`config.mk`:
```
export PLATFORM = sky130hd
export DESIGN_NAME = flash_erase_block_planner
export DESIGN_NICKNAME = d
export VERILOG_FILES = /design/src/fepl_pkg.sv /design/src/fepl_cfg.sv /design/src/fepl_plan.sv /design/src/flash_erase_block_planner.sv
export SDC_FILE = /design/constraint.sdc
export NUM_CORES = 1
export LEC_CHECK = 0
export ABC_AREA = 1
export ABC_CLOCK_PERIOD_IN_PS = 5200
export BUFFER_PORTS_ARGS = -buffer_cell sky130_fd_sc_hd__buf_2
export CORE_MARGIN = 5
export CORE_UTILIZATION = 30
export CTS_BUF_LIST = sky130_fd_sc_hd__clkbuf_8
export DETAILED_ROUTE_END_ITERATION = 10
export MAX_ROUTING_LAYER = met4
export SYNTH_ARGS = -nofsm -noshare
export SYNTH_HDL_FRONTEND = slang
export SYNTH_SLANG_ARGS = --single-unit
```
`constraint.sdc`:
```
create_clock -name aclk -period 5.2 [get_ports aclk]
set_input_delay 0.52 -clock aclk [delete_from_list [all_inputs] [get_ports aclk]]
set_output_delay 0.52 -clock aclk [all_outputs]
set_load 0.02 [all_outputs]
```
`src/fepl_pkg.sv`:
```
// Shared types and constants of the flash erase block planner.
package fepl_pkg;

    localparam int ADDR_W  = 29;
    localparam int START_W = 25;
    localparam int COUNT_W = 16;
    localparam int CAP_W   = 26;
    localparam int PROT_W  = 14;
    localparam int CODE_W  = 8;
    localparam int EADDR_W = 24;
    localparam int TMO_W   = 12;
    localparam int CFG_IDX_W  = 3;
    localparam int CFG_DATA_W = 26;

    localparam logic [1:0] OP_START_CHECKED   = 2'd0;
    localparam logic [1:0] OP_START_UNCHECKED = 2'd1;
    localparam logic [1:0] OP_FINISH          = 2'd2;

    localparam logic [CFG_IDX_W-1:0] REG_CAPACITY  = 3'd0;
    localparam logic [CFG_IDX_W-1:0] REG_PROTECTED = 3'd1;
    localparam logic [CFG_IDX_W-1:0] REG_CMD_64K   = 3'd2;
    localparam logic [CFG_IDX_W-1:0] REG_CMD_32K   = 3'd3;
    localparam logic [CFG_IDX_W-1:0] REG_CMD_4K    = 3'd4;

    localparam logic [CAP_W-1:0]  CAPACITY_RST  = 26'd1048576;
    localparam logic [PROT_W-1:0] PROTECTED_RST = 14'd0;
    localparam logic [CODE_W-1:0] CMD_64K_RST   = 8'd216;
    localparam logic [CODE_W-1:0] CMD_32K_RST   = 8'd82;
    localparam logic [CODE_W-1:0] CMD_4K_RST    = 8'd32;

    localparam logic [1:0] SZ_4K  = 2'd0;
    localparam logic [1:0] SZ_32K = 2'd1;
    localparam logic [1:0] SZ_64K = 2'd2;

    localparam logic [ADDR_W-1:0] BYTES_4K  = 29'h0_1000;
    localparam logic [ADDR_W-1:0] BYTES_32K = 29'h0_8000;
    localparam logic [ADDR_W-1:0] BYTES_64K = 29'h1_0000;

    localparam logic [TMO_W-1:0] TMO_64K = 12'd3000;
    localparam logic [TMO_W-1:0] TMO_32K = 12'd1600;
    localparam logic [TMO_W-1:0] TMO_4K  = 12'd400;

    typedef struct packed {
        logic [CAP_W-1:0]  capacity_bytes;
        logic [PROT_W-1:0] protected_sectors;
        logic [CODE_W-1:0] cmd_erase_64k;
        logic [CODE_W-1:0] cmd_erase_32k;
        logic [CODE_W-1:0] cmd_erase_4k;
    } cfg_t;

    typedef struct packed {
        logic [1:0]         opcode;
        logic [START_W-1:0] start_address;
        logic [COUNT_W-1:0] sector_count;
        logic               erase_ok;
    } item_t;

    typedef struct packed {
        logic               issue;
        logic [CODE_W-1:0]  command_code;
        logic [EADDR_W-1:0] erase_address;
        logic [TMO_W-1:0]   timeout_ms;
        logic               finished;
        logic               success;
    } result_t;

endpackage

```
`src/fepl_cfg.sv`:
```
// Configuration register file of the flash erase block planner.
module fepl_cfg
    import fepl_pkg::*;
(
    input  logic                  aclk,
    input  logic                  aresetn,
    input  logic                  cfg_we,
    input  logic [CFG_IDX_W-1:0]  cfg_index,
    input  logic [CFG_DATA_W-1:0] cfg_wdata,
    output cfg_t                  cfg
);

    cfg_t cfg_reg;
    cfg_t cfg_next;

    always_comb begin
        cfg_next = cfg_reg;
        if (cfg_we) begin
            unique case (cfg_index)
                REG_CAPACITY:  cfg_next.capacity_bytes    = cfg_wdata[CAP_W-1:0];
                REG_PROTECTED: cfg_next.protected_sectors = cfg_wdata[PROT_W-1:0];
                REG_CMD_64K:   cfg_next.cmd_erase_64k     = cfg_wdata[CODE_W-1:0];
                REG_CMD_32K:   cfg_next.cmd_erase_32k     = cfg_wdata[CODE_W-1:0];
                REG_CMD_4K:    cfg_next.cmd_erase_4k      = cfg_wdata[CODE_W-1:0];
                default:       cfg_next = cfg_reg;
            endcase
        end
    end

    always_ff @(posedge aclk) begin
        if (!aresetn) begin
            cfg_reg.capacity_bytes    <= CAPACITY_RST;
            cfg_reg.protected_sectors <= PROTECTED_RST;
            cfg_reg.cmd_erase_64k     <= CMD_64K_RST;
            cfg_reg.cmd_erase_32k     <= CMD_32K_RST;
            cfg_reg.cmd_erase_4k      <= CMD_4K_RST;
        end else begin
            cfg_reg <= cfg_next;
        end
    end

    assign cfg = cfg_reg;

endmodule

```
`src/fepl_plan.sv`:
```
// Job state and single-pass erase step decision of the flash erase block planner.
module fepl_plan
    import fepl_pkg::*;
(
    input  logic    aclk,
    input  logic    aresetn,
    input  logic    advance,
    input  item_t   item,
    input  cfg_t    cfg,
    output logic    has_result,
    output result_t result
);

    logic [ADDR_W-1:0] cur_reg, cur_next;
    logic [ADDR_W-1:0] end_reg, end_next;
    logic [1:0]        step_reg, step_next;
    logic              active_reg, active_next;

    logic [ADDR_W-1:0] start_base;
    logic [ADDR_W-1:0] start_end;
    logic [ADDR_W-1:0] step_bytes;
    logic [ADDR_W-1:0] fin_cur;
    logic [ADDR_W-1:0] pick_cur;
    logic [ADDR_W-1:0] pick_end;
    logic [ADDR_W-1:0] left;
    logic [CAP_W-1:0]  prot_bytes;
    logic [CAP_W-1:0]  addr_ext;
    logic              bounds_fail;
    logic              is_start;
    logic [1:0]        pick_size;
    logic [CODE_W-1:0] pick_code;
    logic [TMO_W-1:0]  pick_tmo;

    always_comb begin
        is_start   = (item.opcode == OP_START_CHECKED) || (item.opcode == OP_START_UNCHECKED);
        start_base = {4'b0, item.start_address[START_W-1:12], 12'b0};
        start_end  = start_base + {1'b0, item.sector_count, 12'b0};
        prot_bytes = {cfg.protected_sectors, 12'b0};
        addr_ext   = {1'b0, item.start_address};
        bounds_fail = (addr_ext < prot_bytes) || (addr_ext >= cfg.capacity_bytes);

        unique case (step_reg)
            SZ_64K:  step_bytes = BYTES_64K;
            SZ_32K:  step_bytes = BYTES_32K;
            default: step_bytes = BYTES_4K;
        endcase
        fin_cur = cur_reg + step_bytes;

        pick_cur = is_start ? start_base : fin_cur;
        pick_end = is_start ? start_end : end_reg;
        left     = pick_end - pick_cur;

        priority if (left >= BYTES_64K && pick_cur[15:0] == 16'd0) begin
            pick_size = SZ_64K;
            pick_code = cfg.cmd_erase_64k;
            pick_tmo  = TMO_64K;
        end else if (left >= BYTES_32K && pick_cur[14:0] == 15'd0) begin
            pick_size = SZ_32K;
            pick_code = cfg.cmd_erase_32k;
            pick_tmo  = TMO_32K;
        end else begin
            pick_size = SZ_4K;
            pick_code = cfg.cmd_erase_4k;
            pick_tmo  = TMO_4K;
        end
    end

    always_comb begin
        cur_next    = cur_reg;
        end_next    = end_reg;
        step_next   = step_reg;
        active_next = active_reg;
        has_result  = 1'b0;
        result      = '0;

        unique case (item.opcode)
            OP_START_CHECKED, OP_START_UNCHECKED: begin
                has_result = 1'b1;
                if (item.sector_count == '0 ||
                    (item.opcode == OP_START_CHECKED && bounds_fail)) begin
                    active_next     = 1'b0;
                    result.finished = 1'b1;
                end else begin
                    cur_next             = start_base;
                    end_next             = start_end;
                    step_next            = pick_size;
                    active_next          = 1'b1;
                    result.issue         = 1'b1;
                    result.command_code  = pick_code;
                    result.erase_address = pick_cur[EADDR_W-1:0];
                    result.timeout_ms    = pick_tmo;
                end
            end
            OP_FINISH: begin
                if (active_reg) begin
                    has_result = 1'b1;
                    if (!item.erase_ok) begin
                        active_next     = 1'b0;
                        result.finished = 1'b1;
                    end else begin
                        cur_next = fin_cur;
                        if (fin_cur < end_reg) begin
                            step_next            = pick_size;
                            result.issue         = 1'b1;
                            result.command_code  = pick_code;
                            result.erase_address = pick_cur[EADDR_W-1:0];
                            result.timeout_ms    = pick_tmo;
                        end else begin
                            active_next     = 1'b0;
                            result.finished = 1'b1;
                            result.success  = 1'b1;
                        end
                    end
                end
            end
            default: begin
                has_result = 1'b0;
            end
        endcase
    end

    always_ff @(posedge aclk) begin
        if (!aresetn) begin
            cur_reg    <= '0;
            end_reg    <= '0;
            step_reg   <= SZ_4K;
            active_reg <= 1'b0;
        end else if (advance) begin
            cur_reg    <= cur_next;
            end_reg    <= end_next;
            step_reg   <= step_next;
            active_reg <= active_next;
        end
    end

endmodule

```
`src/flash_erase_block_planner.sv`:
```
// Top level of the flash erase block planner: input word register, planner, result register.
// An accepted word waits in the input register; its result word is held in the result register.
// Throughput: one input word per cycle; the input register drains whenever the result
// register is empty or being taken, so a stalled result holds one word on each side.
// Reset clears both valid flags and the job state, and loads the configuration defaults.
// Configuration writes take effect at the next clock edge.
module flash_erase_block_planner
    import fepl_pkg::*;
(
    input  logic                  aclk,
    input  logic                  aresetn,
    input  logic                  s_tvalid,
    output logic                  s_tready,
    input  logic [47:0]           s_tdata,  // start_address, sector_count, erase_ok, zero fill
    input  logic [1:0]            s_tuser,  // opcode
    output logic                  m_tvalid,
    input  logic                  m_tready,
    output logic [47:0]           m_tdata,  // command_code, erase_address, timeout_ms, success, zero fill
    output logic                  m_tuser,  // issue
    output logic                  m_tlast,  // finished
    input  logic                  cfg_we,
    input  logic [CFG_IDX_W-1:0]  cfg_index,
    input  logic [CFG_DATA_W-1:0] cfg_wdata
);

    cfg_t    cfg;
    item_t   in_item_reg;
    logic    in_valid_reg;
    result_t out_res_reg;
    logic    out_valid_reg;
    logic    advance;
    logic    has_result;
    result_t result;

    fepl_cfg u_cfg (
        .aclk      (aclk),
        .aresetn   (aresetn),
        .cfg_we    (cfg_we),
        .cfg_index (cfg_index),
        .cfg_wdata (cfg_wdata),
        .cfg       (cfg)
    );

    fepl_plan u_plan (
        .aclk       (aclk),
        .aresetn    (aresetn),
        .advance    (advance),
        .item       (in_item_reg),
        .cfg        (cfg),
        .has_result (has_result),
        .result     (result)
    );

    assign advance  = in_valid_reg && (!out_valid_reg || m_tready);
    assign s_tready = !in_valid_reg || advance;

    always_ff @(posedge aclk) begin
        if (!aresetn) begin
            in_valid_reg <= 1'b0;
        end else if (s_tready) begin
            in_valid_reg <= s_tvalid;
        end
    end

    always_ff @(posedge aclk) begin
        if (s_tvalid && s_tready) begin
            in_item_reg.opcode        <= s_tuser;
            in_item_reg.start_address <= s_tdata[24:0];
            in_item_reg.sector_count  <= s_tdata[40:25];
            in_item_reg.erase_ok      <= s_tdata[41];
        end
    end

    always_ff @(posedge aclk) begin
        if (!aresetn) begin
            out_valid_reg <= 1'b0;
        end else if (advance) begin
            out_valid_reg <= has_result;
        end else if (m_tready) begin
            out_valid_reg <= 1'b0;
        end
    end

    always_ff @(posedge aclk) begin
        if (advance && has_result) begin
            out_res_reg <= result;
        end
    end

    assign m_tvalid = out_valid_reg;
    assign m_tuser  = out_res_reg.issue;
    assign m_tlast  = out_res_reg.finished;
    assign m_tdata  = {3'b0, out_res_reg.success, out_res_reg.timeout_ms,
                       out_res_reg.erase_address, out_res_reg.command_code};

endmodule

```
==> impl_summary.md, run 1 <==
Run status
The flow ran to the end, and the final reports show no timing, DRC or antenna violations.

Worst hold path
In this run the worst hold path is classified as in2reg. In this run the most critical hold path is launched from s_tdata[22].

Global route
The total overflow left after global routing is 0. The via count of the first global-routing pass is 8,896. The number of antenna violations at the first check in global routing was 0. Across every metal layer, demand over resource in global routing totals 0.153.

Entering global routing, the biggest net connects 67 pins. The first global-routing pass estimated 46,300 um of wire.

Synth
The number of synthesis warnings is 0. After synthesis the netlist holds a flip-flop and latch count of 175. The post-synthesis cell area is 0.0107 mm2. The share of the synthesized area in the top cell type is 0.202. The count of distinct cell types in the synthesized netlist is 48. The cell count after synthesis is 1,406.

Ranked by total cell area, the synthesized netlist is headed by sky130_fd_sc_hd__edfxtp_1 20%, sky130_fd_sc_hd__dfxtp_1 19%, sky130_fd_sc_hd__nand2_1 11%, sky130_fd_sc_hd__ha_1 10%, sky130_fd_sc_hd__inv_1 7.1%. For this run, the register share of the synthesized area comes to 0.395. Averaged over all synthesized cells, the footprint is 7.61 um2.

The cell type with the largest total area after synthesis is sky130_fd_sc_hd__edfxtp_1.

Final layout
Counting the fill cells in the layout gives 3,784. The number of antenna cells inserted is 0. The area growth from synthesis to final layout is 14.2%. After routing the design area is 0.0122 mm2. For this run, the post-layout net count is 1,694.

The register with the most flip-flops in the layout has 64 of them. In the final layout, the share of cells above drive strength 1 is 0.160. For this run, the number of standard cells in the final layout without fillers is 1,994.

Timing
The post-route clock period utilization is 0.906. Derived from the worst setup path, the maximum achievable clock frequency is 0.212 GHz. Setup violations remaining at the end of the flow were counted as 0. The minimum clock period after layout is 4.71 ns.

The count of final max-slew check failures was 0. The number of hold violations in the final report is 0. The worst-case headroom to the max-slew limit is 0.269.

The post-route worst setup slack is 0.491 ns. At the pin with the least slew margin, the transition time is 1.09 ns. The clock tree skew after final layout is 0.0233 ns.

Pwr
The power density over the cells is 287 mW/mm2. The total power draw is 3.51 mW. The maximum vdd drop is 184 uV.

The static leakage is 5.58 nW.

Route
The post-route DRC violation count is 0. The total via count after detailed routing is 9,292. Using the TritonRoute via totals, the vias-per-cell ratio works out to 4.66.

Wire segments on met2 add up to 13,300 um in the final route. The sum of met3 wire segment lengths after detailed routing is 1390 um. The first detailed-routing pass took 7 iterations. For this block, the routed nets add up to 29,300 um of wire. The top layer reached by signal wires is met4. The wire length per cell after detailed routing is 14.7 um. For this block, wires on met1 add up to 14,100 um.

The detail route stage leaves a number of antenna-violating nets equal to 0. The detailed router finished its first iteration with 542 violations.

Worst setup path
The startpoint of the most critical setup path is in_item_reg[29]$_DFFE_PP_. The kind of critical path is reg2reg. STA classifies the critical path endpoint as a flip-flop. STA puts the critical path data required time at 5.45 ns. In this run the critical register-to-register path is launched from in_item_reg[29]$_DFFE_PP_. The largest single stage delay on the critical path is 0.54 ns. The data arrival time at the worst-slack endpoint is 4.96 ns.

In this design, the critical path's most frequently occurring cell is sky130_fd_sc_hd__nand2_1. Along the worst path, the maximum fanout reaches 11. The cell with the largest stage delay on the worst path is sky130_fd_sc_hd__edfxtp_1.

The minimum setup slack among reg-to-reg paths is 0.49 ns. The startpoint kind of the worst setup timing path is a flip-flop.

Clock tree
After clock tree synthesis, the clock-pin slew on the worst setup and hold paths is 0.10 ns. In this run, post-CTS hold repair placed 0 buffers. The insertion delay to the later sink of the worst-skew pair is 0.49 ns. The root buffer cell is sky130_fd_sc_hd__clkbuf_8. The number of sinks handled by clock tree synthesis is 175. The buffer depth of the longest clock path is 2.

The H-tree depth is 4. The total clock buffers created by CTS is 17. The CTS tree is built.

Run
The max-capacitance violation count is 0.

Floorplan
The floorplan step defined a die boundary enclosing 0.0396 mm2. The core region is 0.0354 mm2. The I/O pin count is 136. The die height is 199 um. The effective utilization at floorplan is 0.302.

The number of cell rows is 69. The horizontal extent of the die is 199 um.

Placed design
The global placer's final weighted congestion is 0.946. The cell area after placement is 0.0118 mm2. The cell count after placement is 1,961. The number of buffers added on ports is 123. The half-perimeter wire length of the detailed placement result is 22,600 um.

OpenSTA, run right after detailed placement, puts the worst setup slack at 0.515 ns.
==> layout by cell type, fill, tap and decap left out, types with 9 or more instances in the layout <==
| cell type | netlist | layout |
|---|---|---|
| sky130_fd_sc_hd__a21oi_1 | 141 | 139 |
| sky130_fd_sc_hd__buf_2 | 4 | 123 |
| sky130_fd_sc_hd__buf_4 | 22 | 25 |
| sky130_fd_sc_hd__clkbuf_8 | 0 | 17 |
| sky130_fd_sc_hd__dfxtp_1 | 103 | 103 |
| sky130_fd_sc_hd__edfxtp_1 | 72 | 72 |
| sky130_fd_sc_hd__ha_1 | 89 | 89 |
| sky130_fd_sc_hd__inv_1 | 202 | 201 |
| sky130_fd_sc_hd__nand2_1 | 318 | 318 |
| sky130_fd_sc_hd__nand2_2 | 13 | 13 |
| sky130_fd_sc_hd__nand3_1 | 50 | 50 |
| sky130_fd_sc_hd__nand4_1 | 24 | 24 |
| sky130_fd_sc_hd__nor2_1 | 84 | 84 |
| sky130_fd_sc_hd__nor2_2 | 17 | 17 |
| sky130_fd_sc_hd__nor3_1 | 10 | 9 |
| sky130_fd_sc_hd__o21ai_0 | 125 | 125 |
| sky130_fd_sc_hd__xor2_1 | 22 | 22 |
==> metal layers <==
layer  up-vias  global-route usage
met5         -                   -
met4         0              0.0398
met3        23              0.0252
met2       209               0.244
met1      4247               0.203
li1       4813                   -
==> synthesized netlist by cell type (all sizes together) <==
master   count
o21a         4
nor3        12
dfxtp      103
a21boi       3
o2111ai      1
clkinv       1
xor2        22
or2          2
a22oi        1
nand4       24
nand2      334
xnor2        4
a31oi        2
buf         28
o21bai       3
a21oi      145
inv        211
ha          89
nor4         6
and2         2
a211oi       2
o211ai       7
mux2i        1
o22ai        1
o21ai      126
o31ai        1
conb         1
clkbuf      31
nand3       58
fa           1
a21o         1
edfxtp      72
nor2       107
==> logic make-up after synthesis <==
logic type	after synthesis	share of synthesized area
buffers and inverters	271	0.104
other	1	0.000350
multiplexers	1	0.000935
adder cells (fa/ha/maj)	90	0.106
AO/OA/AOI/OAI	297	0.146
AND/OR/NAND/NOR	545	0.227
XOR/XNOR	26	0.0213
flip-flops	175	0.395
==> final cells by class <==
type                            instances  area [um2]  share of cell area
Timing Repair Buffer                  148         803              0.0657
Clock buffer                           17         234              0.0191
Tap cell                              461         577              0.0472
Inverter                              212         798              0.0653
Clock inverter                         15         183              0.0149
Sequential cell                       175        4220               0.345
Multi-Input combinational cell        966        5410               0.442
==> where the power goes <==
group          internal [mW]  switching (mW)  total [mW]
combinational          0.318           0.628       0.947
clock                  0.481           0.551        1.03
sequential              1.49          0.0336        1.53
total                   2.29            1.21        3.51
==> per-stage QoR <==
step,hold slack (ns),utilization,setup TNS (ns)
floorplan,0.430,-,0
global placement,0.440,0.333,0
detailed placement,0.444,0.333,0
CTS,0.161,0.345,0
global route,0.157,0.345,-0.00223
finish,0.194,0.345,0
==> path summary, 6_finish.rpt <==
kind                            cells past startpoint                        end
worst max-delay path                               25       m_tdata[7]$_DFFE_PP_
worst min-delay path                                1  in_item_reg[39]$_DFFE_PP_
worst max register to register                     25       m_tdata[7]$_DFFE_PP_
worst min register to register                      2  u_cfg.cfg[4]$_SDFFE_PN0P_
==> critical path: cells and delay by family (launching register included) <==
family | cells | cell delay [ns]
compound gates | 5 | 0.94
xor+xnor | 1 | 0.17
fa+ha+maj | 3 | 1.10
buf+inv | 1 | 0.21
flops | 1 | 0.54
simple gates | 15 | 1.51
==> what timing repair did <==
action | CTS | global route
setup buffers | 0 | 1
gates resized for setup | 0 | 2
setup endpoints to repair | 0 | 6
No activity file was read; power rests on OpenSTA's default activity.
==> inputs of run 2 (changes only) <==
Settings changed: CORE_UTILIZATION 30 to 35.
==> run 2 against run 1 <==
  * Core utilization up 5.4 points
  * Setup slack better by 0.12 ns
  * First-iteration DRC count is 26% higher
  * Highest routed layer unchanged
==> impl_summary.md, run 2 (same netlist as run 1, synthesis figures left out) <==
Final layout
The register with the most flip-flops in the layout has 64 of them. The ratio of cells with drive above 1 in the final layout is 0.160. In the layout the commonest cells are 317 x sky130_fd_sc_hd__nand2_1, 201 x sky130_fd_sc_hd__inv_1, 140 x sky130_fd_sc_hd__a21oi_1, 125 x sky130_fd_sc_hd__o21ai_0, 123 x sky130_fd_sc_hd__buf_2.

The number of antenna diodes in the final layout is 0. The library cell used most frequently in the layout, excluding fill and tap cells, is sky130_fd_sc_hd__nand2_1. In the final layout, the multi-input gates occupy 0.00541 mm2.

The number of fill cells in the layout is 3,170. The area growth from synthesis to final layout is 13.6%. Across the whole layout, storage elements account for 0.00422 mm2.

The final net count is 1,695.

Route
In the final routed layout, each cell accounts on average for 14.7 um. The remaining number of nets flagged by the antenna check after routing is 0. After detailed routing, the number of remaining DRC violations is 0. The total via count after detailed routing is 9,241. Using the TritonRoute via totals, the vias-per-cell ratio works out to 4.79. The number of detailed-routing iterations run before antenna repair is 5. In this run, the number of DRC markers left after iteration 0 of detailed routing was 683. The wire length reported by the detailed router is 28,400 um.

Timing
The post-route clock period utilization is 0.882. Clock skew on the completed layout was measured at 0.0178 ns. Counting I/O delays and the setup requirement, the final critical path takes 4.59 ns. Static timing analysis puts the maximum clock frequency at 0.218 GHz. Setup violations remaining at the end of the flow were counted as 0. The count of final max-slew check failures came to 0. Setup repair after global routing left no endpoint under its margin. The worst-case headroom to the max-slew limit is 0.336. At the pin with the least slew margin, the transition time is 0.996 ns.

After routing, the total negative slack on setup checks comes to 0 ns. The number of hold violations in the final report came to 0. Final hold analysis gives a worst-case slack of 0.192 ns.

Floorplan
The floorplan step defined a die boundary enclosing 0.0342 mm2. For this configuration, the core starts out at a cell density of 0.352. The number of cell rows is 64.

The floorplan step set the die width to 185 um. The core area is 0.0304 mm2. Measured along the y axis, the die boundary spans 185 um.

136 I/O pins were placed.

Placed design
The global placer's final weighted congestion is 0.895. The number of buffers added on ports is 123. The half-perimeter wire length of the detailed placement result is 22,100 um.

Worst setup path
Of all nets on the critical path, the largest fanout is 9. STA classifies the critical path startpoint as a flip-flop. The endpoint of the lowest-slack register-to-register path is m_tdata[0]$_DFFE_PP_. The kind of critical path is reg2reg. The required time of the worst setup path is 5.45 ns. Measured in cells, the most critical reg-to-reg path has a length of 27.

The launch point of the worst reg-to-reg path is u_plan.step_reg[0]$_SDFFE_PN0P_. The minimum setup slack among reg-to-reg paths is 0.61 ns. At the worst endpoint, the arrival time is 4.84 ns. The worst setup path is captured at a flip-flop.

Pwr
Of the total power, the share spent switching nets is 0.350. In this run the power density over the cells is 285 mW/mm2. The static leakage is 5.59 nW. The share of total power in sequential cells is 0.439. Internal power comes to 2.26 mW. IR analysis of the VDD net gives a maximum drop of 180 uV. The net switching power is 1.21 mW. Of the total power, combinational logic draws 0.272. Of the total power, the clock network draws 0.288.

Global route
The total global routing track utilization is 0.174. The via count of the first global-routing pass is 8,598. Entering global routing, the biggest net connects 64 pins. The total overflow left after global routing is 0. The number of antenna violations at the first check in global routing is 0. The first-pass GRT wire length is 45,100 um.

Clock tree
The buffer depth of the longest clock path is 2. For this design, the CTS-stage hold fixing added 0 buffers. The number of sinks handled by clock tree synthesis is 175. TritonCTS created 17 clock buffers.

The tree is rooted in a sky130_fd_sc_hd__clkbuf_8. TritonCTS built the clock tree. The insertion delay to the later sink of the worst-skew pair is 0.50 ns. Clock-pin slew was measured on the worst setup and hold paths at 0.10 ns. The H-tree depth is 4.

Run
Across the run, the number of max-cap violations was 0.

Worst hold path
The path class of the tightest hold or removal check is in2reg. The worst hold path endpoint is in_item_reg[32]$_DFFE_PP_. The number of cells on the worst hold path is 1. In this run the most critical hold path is launched from s_tdata[15].

Run status
The run finished with clean final reports.
## run 2: worst max-delay path by stage
stage,startpoint,endpoint,slack (ns),depth (start not counted)
2_1_floorplan,in_item_reg[31]$_DFFE_PP_,m_tdata[0]$_DFFE_PP_,1.32,26
3_3_place_gp,in_item_reg[29]$_DFFE_PP_,m_tdata[0]$_DFFE_PP_,0.54,23
3_5_place_dp,u_plan.step_reg[0]$_SDFFE_PN0P_,m_tdata[7]$_DFFE_PP_,0.55,29
4_1_cts,in_item_reg[29]$_DFFE_PP_,m_tdata[0]$_DFFE_PP_,0.51,23
5_1_grt,u_plan.step_reg[0]$_SDFFE_PN0P_,m_tdata[0]$_DFFE_PP_,0.11,27
6_report,u_plan.step_reg[0]$_SDFFE_PN0P_,m_tdata[0]$_DFFE_PP_,0.61,27
## run 2: per-layer routing
| layer | global-route usage | share of wire | vias up |
|---|---|---|---|
| met4 | 0.0502 | 0.018 | 0 |
| met2 | 0.269 | 0.44 | 241 |
| met3 | 0.0247 | 0.058 | 31 |
| met5 | - | 0 | - |
| li1 | - | - | 4821 |
| met1 | 0.238 | 0.48 | 4148 |
## run 2: power groups by stage
stage | Sequential, mW | Clock (mW) | Combinational, mW
after floorplan | 1.56 | 0 | 0.684
after global placement | 1.56 | 0 | 0.933
after detailed placement | 1.56 | 0 | 0.943
after CTS | 1.53 | 1.04 | 0.948
after global routing | 1.53 | 1.09 | 1.07
final | 1.52 | 1.00 | 0.945
## run 2: per-stage QoR
step                      cells  worst slack (ns)  cell area [um2]  utilization  total power, mW
after detailed placement   1898             0.546            11700        0.386             2.50
after global placement     1898             0.541            11700        0.386             2.49
after CTS                  1930             0.508            12100        0.399             3.51
final                      1930             0.615            12200        0.400             3.47
after global routing       1930             0.110            12200        0.400             3.70
after floorplan            1412              1.32            10700            -             2.24
## run 2: cell type report
cell class                      count  share of cell area
Clock buffer                       17              0.0192
Clock inverter                     15              0.0143
Inverter                          212              0.0657
Multi-Input combinational cell    966               0.445
Sequential cell                   175               0.347
Tap cell                          396              0.0407
Timing Repair Buffer              149              0.0677
## run 2: what timing repair did
action                     4_1_cts  5_1_grt
buffers inserted                 0        0
gates resized for setup          0        2
setup endpoints to repair        0        1
## run 2: worst max-delay path, cell delays in order, from the launching register on
cell	delay (ns)
sky130_fd_sc_hd__dfxtp_1	0.34
sky130_fd_sc_hd__inv_1	0.06
sky130_fd_sc_hd__ha_1	0.29
sky130_fd_sc_hd__ha_1	0.16
sky130_fd_sc_hd__nand3_1	0.07
sky130_fd_sc_hd__inv_1	0.07
sky130_fd_sc_hd__nand2_1	0.06
sky130_fd_sc_hd__o21ai_0	0.23
sky130_fd_sc_hd__nand2_1	0.13
sky130_fd_sc_hd__nor2_1	0.20
sky130_fd_sc_hd__nand3_1	0.20
sky130_fd_sc_hd__o21bai_1	0.18
sky130_fd_sc_hd__nand2_1	0.10
sky130_fd_sc_hd__o21a_1	0.18
sky130_fd_sc_hd__ha_1	0.43
sky130_fd_sc_hd__nand2_1	0.14
sky130_fd_sc_hd__inv_1	0.09
sky130_fd_sc_hd__nand2_2	0.07
sky130_fd_sc_hd__nor3_2	0.14
sky130_fd_sc_hd__nand4_1	0.12
sky130_fd_sc_hd__nand3_1	0.13
sky130_fd_sc_hd__nand3_1	0.08
sky130_fd_sc_hd__nand2_1	0.15
sky130_fd_sc_hd__nand4_1	0.27
sky130_fd_sc_hd__nand2_2	0.27
sky130_fd_sc_hd__nand2_1	0.07
sky130_fd_sc_hd__nand2_1	0.08
sky130_fd_sc_hd__nor2_1	0.05
